==> config.mk <==
export PLATFORM = sky130hd
export DESIGN_NAME = c_string_literal_escaper_unit
export DESIGN_NICKNAME = d
export VERILOG_FILES = /design/src/design/csle_pkg.sv /design/src/design/csle_front.sv /design/src/design/csle_queue.sv /design/src/design/csle_back.sv /design/src/design/c_string_literal_escaper_unit.sv
export SDC_FILE = /design/constraint.sdc
export NUM_CORES = 1
export LEC_CHECK = 0
export ABC_AREA = 1
export BUFFER_PORTS_ARGS = -buffer_cell sky130_fd_sc_hd__clkbuf_2
export CORE_MARGIN = 4
export CORE_UTILIZATION = 40
export CTS_BUF_LIST = sky130_fd_sc_hd__clkbuf_2 sky130_fd_sc_hd__clkbuf_4 sky130_fd_sc_hd__clkbuf_8
export CTS_CLUSTER_SIZE = 28
export DETAILED_ROUTE_END_ITERATION = 8
export GPL_TIMING_DRIVEN = 0
export SYNTH_ARGS = -nofsm -noshare
export SYNTH_HDL_FRONTEND = slang
export SYNTH_HIERARCHICAL = 1
export SYNTH_SLANG_ARGS = --single-unit
==> constraint.sdc <==
create_clock -name clk -period 3.88 [get_ports clk]
set_input_delay 0.388 -clock clk [delete_from_list [all_inputs] [get_ports clk]]
set_output_delay 0.388 -clock clk [all_outputs]
set_load 0.02 [all_outputs]
==> src/design/csle_pkg.sv <==
// Shared types, character constants and helper functions for the C string escaper.
`timescale 1ns / 1ps

package csle_pkg;

  // Characters used by the escaper
  localparam logic [7:0] CHR_BACKSLASH = 8'h5C;
  localparam logic [7:0] CHR_LOWER_X   = 8'h78;
  localparam logic [7:0] CHR_UPPER_X   = 8'h58;
  localparam logic [7:0] CHR_UPPER_A   = 8'h41;
  localparam logic [7:0] CHR_ZERO      = 8'h30;
  localparam logic [7:0] CHR_NONE      = 8'h00;
  localparam logic [7:0] PRINT_LOW     = 8'h20;
  localparam logic [7:0] PRINT_HIGH    = 8'h7E;
  localparam logic [3:0] NIBBLE_MAX_DEC = 4'd9;
  localparam logic [2:0] HIST_FULL     = 3'd4;

  typedef struct packed {
    logic [7:0] in_byte;
    logic       starts_string;
  } in_item_t;

  typedef struct packed {
    logic [7:0] out_byte;
    logic       run_end;
  } out_item_t;

  // Expansion of one input byte
  typedef enum logic [1:0] {
    JOB_LIT  = 2'd0,  // byte passes through
    JOB_PAIR = 2'd1,  // backslash + letter
    JOB_HEX  = 2'd2   // backslash, x, two hex digits
  } job_kind_t;

  typedef struct packed {
    job_kind_t       kind;
    logic [3:0][7:0] bytes;  // bytes[0] goes out first
  } job_t;

  function automatic logic is_hex_digit(input logic [7:0] b);
    return (b >= 8'h30 && b <= 8'h39) || (b >= 8'h61 && b <= 8'h66) ||
           (b >= 8'h41 && b <= 8'h46);
  endfunction

  function automatic logic [7:0] hex_char(input logic [3:0] v);
    if (v <= NIBBLE_MAX_DEC) begin
      return CHR_ZERO + {4'd0, v};
    end else begin
      return CHR_UPPER_A + {4'd0, v} - 8'd10;
    end
  endfunction

  // Letter after the backslash for simple escapes, CHR_NONE otherwise
  function automatic logic [7:0] escape_letter(input logic [7:0] c);
    logic [7:0] l;
    case (c)
      8'h22:   l = 8'h22;  // "
      8'h3F:   l = 8'h3F;  // ?
      8'h5C:   l = 8'h5C;  // backslash
      8'h07:   l = 8'h61;  // a
      8'h08:   l = 8'h62;  // b
      8'h0C:   l = 8'h66;  // f
      8'h0A:   l = 8'h6E;  // n
      8'h0D:   l = 8'h72;  // r
      8'h09:   l = 8'h74;  // t
      8'h0B:   l = 8'h76;  // v
      default: l = CHR_NONE;
    endcase
    return l;
  endfunction

  // Index of the final byte of a job
  function automatic logic [1:0] last_index(input job_kind_t k);
    logic [1:0] r;
    case (k)
      JOB_LIT:  r = 2'd0;
      JOB_PAIR: r = 2'd1;
      JOB_HEX:  r = 2'd3;
      default:  r = 2'd0;
    endcase
    return r;
  endfunction

endpackage

==> src/design/csle_front.sv <==
// Front end: classifies each input item, tracks emitted-byte history, builds jobs.
`timescale 1ns / 1ps

module csle_front (
  input  logic               clk,
  input  logic               rst,
  input  logic               accept,
  input  csle_pkg::in_item_t item,
  output csle_pkg::job_t     job
);

  logic [31:0] hist;
  logic [31:0] hist_next;
  logic [2:0]  cnt;
  logic [2:0]  cnt_next;

  logic [31:0] eff_hist;
  logic [2:0]  eff_cnt;
  logic [7:0]  c;
  logic [7:0]  letter;
  logic        hist_esc;
  logic        escape;
  logic [2:0]  cnt_add;

  always_comb begin
    c        = item.in_byte;
    eff_hist = item.starts_string ? 32'd0 : hist;
    eff_cnt  = item.starts_string ? 3'd0 : cnt;
    letter   = csle_pkg::escape_letter(c);

    // \x followed by two hex digits: a further hex digit would extend it
    hist_esc = csle_pkg::is_hex_digit(c) && (eff_cnt == csle_pkg::HIST_FULL) &&
               (eff_hist[31:24] == csle_pkg::CHR_BACKSLASH) &&
               ((eff_hist[23:16] == csle_pkg::CHR_LOWER_X) ||
                (eff_hist[23:16] == csle_pkg::CHR_UPPER_X)) &&
               csle_pkg::is_hex_digit(eff_hist[15:8]) &&
               csle_pkg::is_hex_digit(eff_hist[7:0]);
    escape = (c < csle_pkg::PRINT_LOW) || (c > csle_pkg::PRINT_HIGH) || hist_esc;

    job.bytes = '0;
    if (letter != csle_pkg::CHR_NONE) begin
      job.kind     = csle_pkg::JOB_PAIR;
      job.bytes[0] = csle_pkg::CHR_BACKSLASH;
      job.bytes[1] = letter;
      hist_next    = {eff_hist[15:0], csle_pkg::CHR_BACKSLASH, letter};
      cnt_add      = eff_cnt + 3'd2;
    end else if (escape) begin
      job.kind     = csle_pkg::JOB_HEX;
      job.bytes[0] = csle_pkg::CHR_BACKSLASH;
      job.bytes[1] = csle_pkg::CHR_LOWER_X;
      job.bytes[2] = csle_pkg::hex_char(c[7:4]);
      job.bytes[3] = csle_pkg::hex_char(c[3:0]);
      hist_next    = {job.bytes[0], job.bytes[1], job.bytes[2], job.bytes[3]};
      cnt_add      = csle_pkg::HIST_FULL;
    end else begin
      job.kind     = csle_pkg::JOB_LIT;
      job.bytes[0] = c;
      hist_next    = {eff_hist[23:0], c};
      cnt_add      = eff_cnt + 3'd1;
    end
    cnt_next = (cnt_add > csle_pkg::HIST_FULL) ? csle_pkg::HIST_FULL : cnt_add;
  end

  always_ff @(posedge clk) begin
    if (rst) begin
      hist <= '0;
      cnt  <= '0;
    end else if (accept) begin
      hist <= hist_next;
      cnt  <= cnt_next;
    end
  end

endmodule

==> src/design/csle_queue.sv <==
// Small job FIFO between the front end and the serializer.
`timescale 1ns / 1ps

module csle_queue #(
  parameter int DEPTH = 2
) (
  input  logic           clk,
  input  logic           rst,
  input  logic           push,
  input  csle_pkg::job_t push_job,
  output logic           full,
  input  logic           pop,
  output logic           head_valid,
  output csle_pkg::job_t head_job
);

  localparam int PTR_W = $clog2(DEPTH);
  localparam int CNT_W = $clog2(DEPTH + 1);

  csle_pkg::job_t entries [DEPTH];
  logic [PTR_W-1:0] wr_ptr;
  logic [PTR_W-1:0] rd_ptr;
  logic [CNT_W-1:0] count;

  assign full       = (count == CNT_W'(DEPTH));
  assign head_valid = (count != '0);
  assign head_job   = entries[rd_ptr];

  always_ff @(posedge clk) begin
    if (push) begin
      entries[wr_ptr] <= push_job;
    end
  end

  always_ff @(posedge clk) begin
    if (rst) begin
      wr_ptr <= '0;
      rd_ptr <= '0;
      count  <= '0;
    end else begin
      if (push) begin
        wr_ptr <= (wr_ptr == PTR_W'(DEPTH - 1)) ? '0 : wr_ptr + 1'b1;
      end
      if (pop) begin
        rd_ptr <= (rd_ptr == PTR_W'(DEPTH - 1)) ? '0 : rd_ptr + 1'b1;
      end
      if (push && !pop) begin
        count <= count + 1'b1;
      end else if (pop && !push) begin
        count <= count - 1'b1;
      end
    end
  end

`ifndef SYNTHESIS
  a_count_bound: assert property (@(posedge clk) disable iff (rst)
    count <= CNT_W'(DEPTH))
    else $error("queue count above depth");

  a_push_grows: assert property (@(posedge clk) disable iff (rst)
    push && !pop |=> count == $past(count) + 1'b1)
    else $error("queue count did not grow on push");
`endif

endmodule

==> src/design/csle_back.sv <==
// Back end: serializes queued jobs to an output register, one byte per cycle when ready.
`timescale 1ns / 1ps

module csle_back (
  input  logic                clk,
  input  logic                rst,
  input  logic                head_valid,
  input  csle_pkg::job_t      head_job,
  output logic                pop,
  output logic                out_valid,
  input  logic                out_ready,
  output csle_pkg::out_item_t out_item
);

  logic [1:0] idx;
  logic       load;
  logic       is_last;

  assign is_last = (idx == csle_pkg::last_index(head_job.kind));
  assign load    = head_valid && (!out_valid || out_ready);
  assign pop     = load && is_last;

  always_ff @(posedge clk) begin
    if (rst) begin
      out_valid <= 1'b0;
      idx       <= '0;
    end else begin
      if (load) begin
        out_valid <= 1'b1;
        idx       <= is_last ? 2'd0 : idx + 2'd1;
      end else if (out_ready) begin
        out_valid <= 1'b0;
      end
    end
  end

  always_ff @(posedge clk) begin
    if (load) begin
      out_item.out_byte <= head_job.bytes[idx];
      out_item.run_end  <= is_last;
    end
  end

`ifndef SYNTHESIS
  a_mid_job_has_head: assert property (@(posedge clk) disable iff (rst)
    idx != 2'd0 |-> head_valid)
    else $error("serializer mid-job with empty queue");

  a_last_restarts: assert property (@(posedge clk) disable iff (rst)
    pop |=> idx == 2'd0)
    else $error("byte index not cleared after final byte");

  a_idx_in_job: assert property (@(posedge clk) disable iff (rst)
    head_valid |-> idx <= csle_pkg::last_index(head_job.kind))
    else $error("byte index past end of job");
`endif

endmodule

==> src/design/c_string_literal_escaper_unit.sv <==
// C string literal escaper top level. Each input item carries one raw byte of a
// string plus a flag that marks the first byte of a new string; the block emits
// the escaped form as a stream of output items, one byte each, with run_end set
// on the final byte belonging to an input byte. Quote, question mark and
// backslash become backslash + the character, BEL/BS/FF/LF/CR/TAB/VT become
// backslash + letter, non-printable bytes become \xHH with upper-case digits, and
// a hex digit that would otherwise extend a preceding \xHH is itself hex-escaped.
// Each input byte yields 1, 2 or 4 output items, and the output port moves one
// byte per cycle while esc_ready is high, so an item costs 1 to 4 bytes of
// output bandwidth. The front end takes a new item every cycle as long as the
// job queue (QUEUE_DEPTH entries) has room; the serializer behind it drains the
// queue into a registered output stage. Bytes after reset behave as if a string
// had just started.
`timescale 1ns / 1ps

module c_string_literal_escaper_unit #(
  parameter int QUEUE_DEPTH = 2  // job queue entries, 2 or more
) (
  input  logic                clk,
  input  logic                rst,
  // raw byte items
  input  logic                byte_valid,
  output logic                byte_ready,
  input  csle_pkg::in_item_t  byte_item,
  // escaped byte items
  output logic                esc_valid,
  input  logic                esc_ready,
  output csle_pkg::out_item_t esc_item
);

  logic           accept;
  logic           q_full;
  logic           q_pop;
  logic           q_head_valid;
  csle_pkg::job_t new_job;
  csle_pkg::job_t head_job;

  // Front end stalls only when the queue is full; nothing is taken during reset
  assign byte_ready = !q_full && !rst;
  assign accept     = byte_valid && byte_ready;

  // Classification and history tracking; history advances at accept time,
  // independent of when the bytes actually leave the output port.
  csle_front u_front (
    .clk    (clk),
    .rst    (rst),
    .accept (accept),
    .item   (byte_item),
    .job    (new_job)
  );

  csle_queue #(
    .DEPTH (QUEUE_DEPTH)
  ) u_queue (
    .clk        (clk),
    .rst        (rst),
    .push       (accept),
    .push_job   (new_job),
    .full       (q_full),
    .pop        (q_pop),
    .head_valid (q_head_valid),
    .head_job   (head_job)
  );

  // Serializer; pops a job once its last byte is loaded into the output register
  csle_back u_back (
    .clk        (clk),
    .rst        (rst),
    .head_valid (q_head_valid),
    .head_job   (head_job),
    .pop        (q_pop),
    .out_valid  (esc_valid),
    .out_ready  (esc_ready),
    .out_item   (esc_item)
  );

endmodule
==> results of run 1 <==
[how the worst max path moves through the flow]
stage                           from                     to  slack [ns]
global placement                 rst  u_queue/entries[0][7]        0.17
CTS                     byte_item[0]       u_front/hist[28]        1.38
detailed placement      byte_item[0]       u_front/hist[28]        0.91
floorplan           u_queue/count[1]  u_queue/entries[0][0]        1.30
global route            byte_item[0]       u_front/hist[28]        1.16
finish                  byte_item[0]       u_front/hist[28]        1.39
[worst register-to-register path, delay by kind of cell, from the launching register on]
family          cells  cell delay, ns
compound gates      1            0.19
buf+inv             6            1.56
flops               1            0.34
simple gates        4            0.31
[sequential cells by signal, indices dropped and copies added, names as in the netlist, 2 cells and up, named ones only]
register,flops
u_queue/count,2
u_queue/entries,68
u_front/cnt,3
u_front/hist,32
u_back/idx,2
u_back/out_item,9
[cell families (layout without fill, tap and decap cells)]
family / after synthesis / count (layout) / synth area share, %
buf+inv: 132 / 186 / 9.962
mux: 34 / 34 / 7.630
other cells: 1 / 4 / 0.05775
fa+ha+maj: 13 / 13 / 2.505
xor+xnor: 4 / 4 / 0.5396
flops: 120 / 120 / 48.86
compound gates: 116 / 116 / 10.06
simple gates: 293 / 293 / 20.39
[cells in the mapped netlist, types with 2 or more instances]
cell type	instances	area share, %
o21ai_0	39	3.0
inv_2	7	0.40
a21oi_2	3	0.40
nand3_1	33	2.5
nor2_2	8	0.77
buf_6	8	1.4
ha_1	13	2.5
nand4_1	7	0.67
nor3_1	5	0.39
nand3_2	6	0.92
buf_2	4	0.31
dfxtp_1	43	13
nor2_8	2	0.62
nor2_4	2	0.35
o211ai_1	2	0.23
nor2_1	78	4.5
buf_12	3	0.92
o21ai_1	6	0.46
edfxtp_1	77	36
mux2_2	4	0.69
inv_1	90	5.2
mux2_4	30	6.9
clkbuf_1	12	0.69
xor2_1	3	0.40
o21bai_1	3	0.35
nand2_4	2	0.35
a21oi_1	48	3.7
o22ai_1	7	0.67
nand2_1	137	7.9
buf_4	5	0.58
nand2_2	10	0.96
[through the flow]
stage | util, % | setup slack [ns] | cells | hold slack, ns | instance area [µm²]
floorplan | - | 1.302 | 716 | 0.4351 | 6505
global placement | 43.28 | 0.1713 | 952 | 0.4542 | 6875
detailed placement | 43.63 | 0.9058 | 954 | 0.4599 | 6930
CTS | 46.16 | 1.383 | 986 | 0.2234 | 7333
global route | 46.16 | 1.157 | 986 | 0.2584 | 7333
finish | 46.16 | 1.385 | 986 | 0.2536 | 7333
[cells in the final DEF, fill, tap and decap left out, types with 3 or more instances in the layout]
cell / count
o21ai_0: 39
clkbuf_2: 20
nor2_2: 8
o21ai_1: 6
buf_2: 4
conb_1: 4
ha_1: 13
buf_12: 4
nor3_1: 5
nand4_1: 7
o21bai_1: 3
a21oi_1: 48
dfxtp_1: 43
mux2_2: 4
mux2_4: 30
a21oi_2: 3
clkinvlp_4: 4
nand2_2: 10
buf_4: 5
clkinv_4: 4
clkbuf_8: 17
inv_2: 7
nand3_1: 33
inv_1: 90
nor2_1: 77
buf_6: 8
nor2_4: 3
xor2_1: 3
o22ai_1: 7
inv_6: 6
nand3_2: 6
edfxtp_1: 77
clkbuf_1: 12
nand2_1: 137
[where the power goes]
part,switching (mW),internal (mW),leakage [nW]
clock,0.547,0.583,0.190
combinational,0.809,0.580,1.87
sequential,0.0749,1.59,1.06
[per-layer routing]
| metal | track usage (%) | part of all wire, % | vias up |
|---|---|---|---|
| li1 | - | - | 2444 |
| met1 | 22.78 | 45 | 2372 |
| met2 | 29.73 | 49 | 145 |
| met3 | 3.975 | 4.2 | 24 |
| met4 | 6.831 | 2.0 | 0 |
| met5 | 0 | 0 | - |
[area by class of cell]
type                       count  area, µm²  area share [%]
clock inverter                15      168.9           2.303
inverter                      99      379.1           5.170
timing repair buffer          22      147.6           2.013
buffer                        33      267.8           3.651
clock buffer                  17      234.0           3.191
sequential                   120       3173           43.27
multi-input combinational    464       2693           36.72
tap                          216      270.3           3.685
==> results.md, run 1 <==
- R2R Path End: u_front/hist[8]
- Average wire per standard cell: 16.05 µm
- CTS H-tree lvls: 4
- Drt drc: 0
- Yosys warns: 6
- IO Port Bufs: 20
- Final TNS setup: 0 ns
- Post-Syn Area: 6494 µm²
- Most common flop cell mapped by yosys: edfxtp_1
- Worst path required time: 4.18 ns
- Worst reg2reg setup slack: 1.39 ns
- FP Rows: 46
- Yosys cell types: 47
- Clock insertion delay at the later pin of the skew report: 0.43 ns
- Status: finished, final reports clean
- Initial antenna violation count: 0
- CP Capture Type: flop
- RSZ-0062 raised after global routing: false
- Global-route wire length before repair: 25380 µm
- CP Depth: 18
- Slew Limit Fails: 0
- Final setup viols: 0
- CTS Hold Bufs: 0
- Post-route ant nets: 0
- Worst path buffer plus inverter count: 5
- DP HPWL: 11460 µm
- Layout cells sized above 1: 20.39%
- Total grt overflow: 0
- Largest net degree at the start of global routing: 32
- Num CTS Buffers: 17
- Worst-Margin Slew: 0.7001 ns
- Slew HR: 53.28%
- Power Density: 571.2 nW/µm²
- IO Pins: 24
- Largest delay share family, worst path: buffers and inverters
- Ys async rst share: 0%
- Setup crit start kind: input pin
- Final worst path period need: 2.495 ns
- Starting Density: 40.88%
- # resized after CTS: 0
- Vias in the first global route: 4994
- Peak supply drop: 0.2997 mV
- Area grow syn2layout: 12.93%
- Hold worst-path end: u_back/out_valid
- Die height: 135.4 µm
- Final clock skew: 0.01168 ns
- F_max: 0.4008 GHz
- CP peak stage delay: 0.42 ns
- Ant. Diodes: 0
- Post-DR vias/cell: 5.056
- Clock sink count: 120
- Clock transition at path regs: 0.08 ns
- Min-delay worst type: in -> reg
- Total GRT Usage: 17.88%
- Worst hold path startpoint: rst
- CTS tree: yes
- Synth Instances: 713
- Gpl congestion: 0.8997
- Min-Delay Path Depth: 2
- Die area: 18340 µm²
- Critical R2R Launch: u_queue/count[1]
- Fill cells: 1561
- Max Cap Viol: 0
- Clock buffer depth: 2
- Clock root buffer: clkbuf_8
- Critical path's slowest cell: clkbuf_1
- Final WL: 15830 µm
- Post-Syn Area per Cell: 9.108 µm²
- Total Power: 4.189 mW
- Worst r2r path cells: 11
- 1st-iter DRT viols: 473
- Post-synth EDFFs: 77
- Pre-Repair DR Iteration Count: 5
- Worst-path maximum fanout: 10
- Setup CP Type: in -> reg
- Leakage: 3.126 nW
- Via Count: 4985
- Final Hold Fails: 0
- CP Cell Sequence: clkbuf_2, inv_2, clkbuf_1, nand2_1, ha_1, inv_1, nor2_1, nand2_1, nor2_1, nand3_1, nor2_1, nand3_2, nand2_4, nor2_8, buf_6, nand2_1, o21ai_1, a21oi_1
- Core area: 15890 µm²
- Sequential-to-total area share from yosys stat: 48.86%
- Critical path arrival: 2.79 ns
- Final #Nets: 783
- Final Cycle Share: 64.30%
- Setup repair bufs after CTS: 0
- Yosys reg bits: 120
- Die X: 135.4 µm
(Power assumes the default switching activity.)
==> run 2, diff against run 1 <==
Settings changed: ABC_AREA 1 to 0.
Clock period 3.88 ns to 2.1 ns, I/O delays scaled along.
==> results.md, run 2 <==
- Via Count: 4636 (-7.0%)
- Num CTS Buffers: 17 (unchanged)
- Clock transition at path regs: 0.07 ns (about the same)
- Flop pwr share: 41.5% (+1.6 points)
- RSZ-0062 raised after global routing: true
- Hold worst-path end: u_back/out_valid
- DP HPWL: 10680 µm (-6.8%)
- Area leader, netlist: edfxtp_1
- Setup crit start kind: flop
- Clock sink count: 120 (unchanged)
- Comb pwr share: 30.1% (-3.1 points)
- Die height: 130.0 µm (-4.0%)
- Dpl cells: 726 (-24%)
- Most frequent cell after synthesis: edfxtp_1
- Starting Density: 40.93% (+0.056 points)
- Ant. Diodes: 0 (unchanged)
- Worst hold path startpoint: esc_ready
- Worst-Margin Slew: 0.9612 ns (+0.2611 ns)
- Commonest cells post-synth: 77 x edfxtp_1, 52 x nor2_1, 43 x dfxtp_1
- Critical R2R Launch: u_front/hist[17]
- Final worst path period need: 2.516 ns
- Slew HR: 35.68% (-18 points)
- Share of power burned in the clock network: 28.4% (+1.4 points)
- Final TNS setup: -23.31 ns (-23.31 ns)
- Die X: 130.0 µm (-4.0%)
- Placement Setup Slack: -1.250 ns (-2.156 ns)
- CTS H-tree lvls: 4 (unchanged)
- Final core utilization: 54.47% (+8.3 points)
- Post-synth EDFFs: 77 (unchanged)
- Failing checks: setup timing
- Most flops, register: u_queue/entries
- Average wire per standard cell: 20.65 µm (+29%)
- F_max: 0.3975 GHz
- Status: finished with violations
- Final Cycle Share: 119.8%
- Worst-path maximum fanout: 3 (-7)
- FP Rows: 44 (-4.3%)
- Worst path required time: 2.42 ns (-1.76 ns)
- Critical path arrival: 2.84 ns (+0.05 ns)
- Clock buffer depth: 2 (unchanged)
- Gpl congestion: 0.9334 (+3.7%)
- Layout cells sized above 1: 44.30% (+24 points)
- Total grt overflow: 0 (unchanged)
- Die area: 16890 µm² (-7.9%)
- Drt drc: 0 (unchanged)
- CTS Hold Bufs: 0 (unchanged)
- IO Port Bufs: 22 (+10%)
- Yosys warns: 6 (unchanged)
- Final setup viols: 83 (+83)
- Synth Instances: 517 (-27%)
- Total GRT Usage: 20.27% (+2.4 points)
- Final WL: 16480 µm (+4.2%)
- Internal: 5.098 mW (+85%)
- Leakage: 2.832 nW (-9.4%)
- CP Capture Type: flop
- Final #Nets: 628 (-20%)
- Worst reg2reg setup slack: -0.42 ns (-1.80 ns)
- Yosys cell types: 76 (+62%)
- Max reg flops: 68 (unchanged)
- Commonest non-fill, non-tap cells in the layout: 77 x edfxtp_1, 42 x nor2_1, 39 x dfxtp_1
- Post-Syn Area: 5949 µm² (-8.4%)
- Area grow syn2layout: 33.06%
- Post-Syn Area per Cell: 11.51 µm² (+26%)
- Worst r2r path cells: 10 (-1)
- Yosys reg bits: 120 (unchanged)
- Min-Delay Path Depth: 3 (+1)
- R2R Path End: u_front/hist[9]
- Largest regs: u_queue/entries (68), u_front/hist (32), u_back/out_item (9)
- Ys async rst share: 0% (unchanged)
- Slew Limit Fails: 0 (unchanged)
- Vias in the first global route: 4649 (-6.9%)
- Peak supply drop: 0.4160 mV (+39%)
- Post-DR vias/cell: 5.810 (+15%)
- Sequential-to-total area share from yosys stat: 53.33% (+4.5 points)
- Sw frac: 30.75% (-3.4 points)
- Final WS setup: -0.4156 ns (-1.801 ns)
- Post-route ant nets: 0 (unchanged)
- Power Density: 930.0 nW/µm² (+63%)
- Largest net degree at the start of global routing: 19 (-41%)
- Clock root buffer: clkbuf_8
- IO Pins: 24 (unchanged)
- Post-synth top area share: 38.86% (+3.3 points)
- Global-route wire length before repair: 25850 µm (+1.9%)
- Min-delay worst type: in -> reg
- Pre-Repair DR Iteration Count: 4 (-1)
- Final Hold Fails: 0 (unchanged)
- Synth area leaders: edfxtp_1 39%, dfxtp_1 14%, mux2_2 6.4%
- Core area: 14530 µm² (-8.5%)
- Non-Filler Instances: 798 (-19%)
- Hold slack: 0.1025 ns (-0.1511 ns)
- Setup CP Type: reg -> reg
- Final clock skew: 0.01347 ns (+0.001786 ns)
- Most common flop cell mapped by yosys: edfxtp_1
- Initial antenna violation count: 0 (unchanged)
- Net Sw Power: 2.264 mW (+58%)
- 1st-iter DRT viols: 440 (-7.0%)
- CTS tree: yes
- Commonest non-fill, non-tap cell in the layout: edfxtp_1
- Max Cap Viol: 0 (unchanged)
- Clock insertion delay at the later pin of the skew report: 0.44 ns (about the same)
run 2: kinds of logic (layout without fill, tap and decap cells):
kind of cell / Yosys count / in the layout / synth area share, %
AO/OA/AOI/OAI: 103 / 103 / 13.35
adder cells (fa/ha/maj): 13 / 13 / 2.734
AND/OR/NAND/NOR: 176 / 178 / 15.31
flip-flops: 120 / 120 / 53.33
multiplexers: 44 / 44 / 9.800
other: 1 / 4 / 0.06303
XOR/XNOR: 8 / 8 / 1.178
buffers and inverters: 52 / 144 / 4.227
run 2: through the flow:
| stage | instance area, µm² | total power [mW] |
|---|---|---|
| CTS | 7626 | 7.318 |
| global route | 7916 | 7.709 |
| finish | 7916 | 7.362 |
| floorplan | 6341 | 4.477 |
| global placement | 6681 | 4.950 |
| detailed placement | 6681 | 4.989 |
run 2: how the worst max path moves through the flow:
stage / from / end / cells after the start
after floorplan: flop / u_queue/count[1] / 11
after global placement: byte_item[1] / u_front/hist[12] / 13
after detailed placement: byte_item[1] / u_queue/entries[0][6] / 12
after CTS: u_front/hist[17] / u_front/hist[1] / 9
after global routing: u_front/hist[17] / u_front/hist[9] / 10
final: u_front/hist[17] / u_front/hist[9] / 10
run 2: repair_timing:
item | in CTS | in global routing
pin swaps | 21 | 13
gates cloned | 3 | 1
endpoints found under the setup margin | 157 | 87
setup buffers | 26 | 13
resized for setup | 70 | 41
run 2: power by group through the flow:
stage	registers (mW)	clock network, mW	logic (mW)
floorplan	3.15	0	1.33
global placement	3.08	0	1.87
detailed placement	3.09	0	1.90
CTS	3.04	2.13	2.15
global route	3.09	2.24	2.38
finish	3.06	2.09	2.21
run 2: cell type report:
cell class,instances,area (µm²)
fillers,1234,6618
multi-input cells,350,3234
flip-flops and latches,120,3181
repair buffers,63,560.5
clock buffers,20,256.5
well taps,184,230.2
plain buffers,29,227.7
clock inverters,11,131.4
inverters,21,95.09
run 2: routing by layer:
| metal | part of all wire, % | wire length, µm | GRT usage, % | vias to the layer above |
|---|---|---|---|---|
| met1 | 43 | 7053 | 25.69 | 2308 |
| met5 | 0 | 0 | 0 | - |
| met2 | 49 | 8130 | 33.85 | 159 |
| li1 | - | - | - | 2128 |
| met3 | 5.1 | 837 | 4.380 | 41 |
| met4 | 2.8 | 460 | 8.191 | 0 |
run 2: worst max-delay path: stages (launching register included):
cell and delay, ns:
dfxtp_2 0.32, or4_4 0.54, nor3_4 0.24, o2111ai_4 0.17, a2111oi_4 0.25, buf_4 0.20
nor3_4 0.06, buf_6 0.17, buf_6 0.11, and3_4 0.13, a211o_1 0.22
==> run 3, diff against run 2 <==
Settings changed: BUFFER_PORTS_ARGS -buffer_cell sky130_fd_sc_hd__clkbuf_2 to -buffer_cell sky130_fd_sc_hd__buf_2.
==> results.md, run 3 (synthesis gave the netlist of run 2 again) <==
- Total GRT Usage: 19.78% (-0.49 points)
- Final core utilization: 54.25% (-0.22 points)
- Min-delay worst type: in -> reg
- Core area: 14530 µm² (unchanged)
- Leakage: 2.834 nW (about the same)
- Num CTS Buffers: 17 (unchanged)
- Setup crit start kind: flop
- CTS Hold Bufs: 0 (unchanged)
- 1st-iter DRT viols: 414 (-5.9%)
- Commonest non-fill, non-tap cells in the layout: 77 x edfxtp_1, 42 x nor2_1, 40 x dfxtp_1
- Via Count: 4640 (+0.086%)
- CP Cell Sequence: or4_4, nor3_4, o2111ai_4, buf_4, a2111o_1, buf_4, a31oi_2, o21ai_0, o2111a_1
- Peak supply drop: 0.6057 mV (+46%)
- Post-DR vias/cell: 5.829 (+0.34%)
- Setup CP Type: reg -> reg
- Slew Limit Fails: 0 (unchanged)
- Worst path buffer plus inverter count: 2 (-1)
- Gpl congestion: 0.9326 (about the same)
- Final Hold Fails: 0 (unchanged)
- Hold slack: 0.09613 ns (-0.006388 ns)
- F_max: 0.3957 GHz (-0.45%)
- Fill cells: 1209 (-2.0%)
- Worst-Margin Slew: 0.9882 ns (+0.02705 ns)
- RSZ-0062 raised after global routing: true
- Final Cycle Share: 120.3% (+0.54 points)
- Commonest non-fill, non-tap cell in the layout: edfxtp_1
- CTS tree: yes
- Final TNS setup: -22.76 ns (+0.5484 ns)
- Final setup viols: 83 (unchanged)
- Critical path's slowest cell: or4_4
- Final #Nets: 625 (-0.48%)
- Total Power: 7.678 mW (+4.3%)
- CTS H-tree lvls: 4 (unchanged)
- Status: finished with violations
- Final worst path period need: 2.527 ns (+0.01141 ns)
- Area grow syn2layout: 32.53%
- Max reg flops: 68 (unchanged)
- Placement Setup Slack: -1.197 ns (+0.05293 ns)
- DP HPWL: 10630 µm (-0.49%)
- Final WL: 16250 µm (-1.4%)
- Pre-Repair DR Iteration Count: 5 (+1)
- Die X: 130.0 µm (unchanged)
- Total grt overflow: 0 (unchanged)
- Largest regs: u_queue/entries (68), u_front/hist (32), u_back/out_item (9)
- Global-route wire length before repair: 25410 µm (-1.7%)
- CP Capture Type: flop
- Starting Density: 40.93% (unchanged)
- Post-route ant nets: 0 (unchanged)
- Most used cell, CP: buf_4
- Initial antenna violation count: 0 (unchanged)
- Final WS setup: -0.4270 ns (-0.01141 ns)
- Ant. Diodes: 0 (unchanged)
- Clock transition at path regs: 0.07 ns (about the same)
- CP peak stage delay: 0.54 ns (about the same)
- Non-Filler Instances: 796 (-0.25%)
- Worst-path maximum fanout: 2 (-1)
- Critical path arrival: 2.85 ns (about the same)
- Average wire per standard cell: 20.42 µm (-1.1%)
- FP Rows: 44 (unchanged)
- Die height: 130.0 µm (unchanged)
- Worst path required time: 2.42 ns (about the same)
- Die area: 16890 µm² (unchanged)
- Largest net degree at the start of global routing: 35 (+16)
- IO Port Bufs: 22 (unchanged)
- Layout cells sized above 1: 43.46% (-0.84 points)
- Most flops, register: u_queue/entries
- Clock insertion delay at the later pin of the skew report: 0.44 ns (about the same)
- Drt drc: 0 (unchanged)
- Clock buffer depth: 2 (unchanged)
- Clock root buffer: clkbuf_8
- Final clock skew: 0.009831 ns (-0.003639 ns)
- IO Pins: 24 (unchanged)
- Slew HR: 33.87% (-1.8 points)
- Clock sink count: 120 (unchanged)
- Post-route cell area: 7885 µm² (-0.40%)
- Max Cap Viol: 0 (unchanged)
- Placed instance area: 6681 µm² (unchanged)
- Vias in the first global route: 4551 (-2.1%)
- Dpl cells: 726 (unchanged)
- Largest delay share family, worst path: compound AO/OA/AOI/OAI gates
- Power Density: 973.7 nW/µm² (+4.7%)
- Failing checks: setup timing
==> run 3: changes by cell type in the layout (fill, tap and decap cells not counted), moves of 3 or more <==
cell and delta:
buf_4 +6, clkinv_4 +3, buf_2 +20, inv_6 +3
clkbuf_2 -21, buf_6 -7, o31ai_2 +3, clkbuf_4 -3
o31ai_1 -3
==> run 3: worst reg2reg max path, delay by kind of cell, from the launching register on <==
family	cells	cell delay [ns]
AO/OA/AOI/OAI	5	0.97
buffers and inverters	2	0.36
flip-flops	1	0.33
AND/OR/NAND/NOR	2	0.76
==> run 3: path summary, 6_finish.rpt <==
path / startpoint / slack [ns] / to / depth (start not counted)
worst min register to register: u_front/hist[26] / 0.48 / u_front/hist[26] / 2
worst max-delay path: u_front/hist[16] / -0.43 / u_front/cnt[1] / 9
worst max register to register: u_front/hist[16] / -0.43 / u_front/cnt[1] / 9
worst min-delay path: byte_item[2] / 0.1 / u_queue/entries[1][1] / 3
==> run 3: layer usage <==
| metal | share of wire [%] | track usage, % |
|---|---|---|
| met2 | 49 | 32.30 |
| met5 | 0 | 0 |
| met3 | 5.8 | 4.421 |
| met1 | 43 | 25.82 |
| met4 | 2.7 | 7.457 |
==> run 3: final cells by class <==
class	instances	area (µm²)	share of cell area, %
Buffer	29	234.0	2.967
Clock buffer	18	241.5	3.063
Clock inverter	14	220.2	2.793
Inverter	21	92.59	1.174
Multi-Input combinational cell	349	3188	40.43
Sequential cell	120	3179	40.32
Tap cell	184	230.2	2.920
Timing Repair Buffer	61	499.2	6.331
==> run 3: power by group <==
| group | switching, mW | internal (mW) |
|---|---|---|
| Combinational | 1.18 | 1.04 |
| Sequential | 0.168 | 2.88 |
| Clock | 0.967 | 1.44 |
| Total | 2.32 | 5.36 |
==> run 3: what timing repair did <==
| action | CTS | global route |
|---|---|---|
| resized for setup | 59 | 37 |
| pin swaps | 17 | 8 |
| cloned | 3 | 1 |
| setup endpoints to repair | 157 | 86 |
| setup buffers | 28 | 10 |
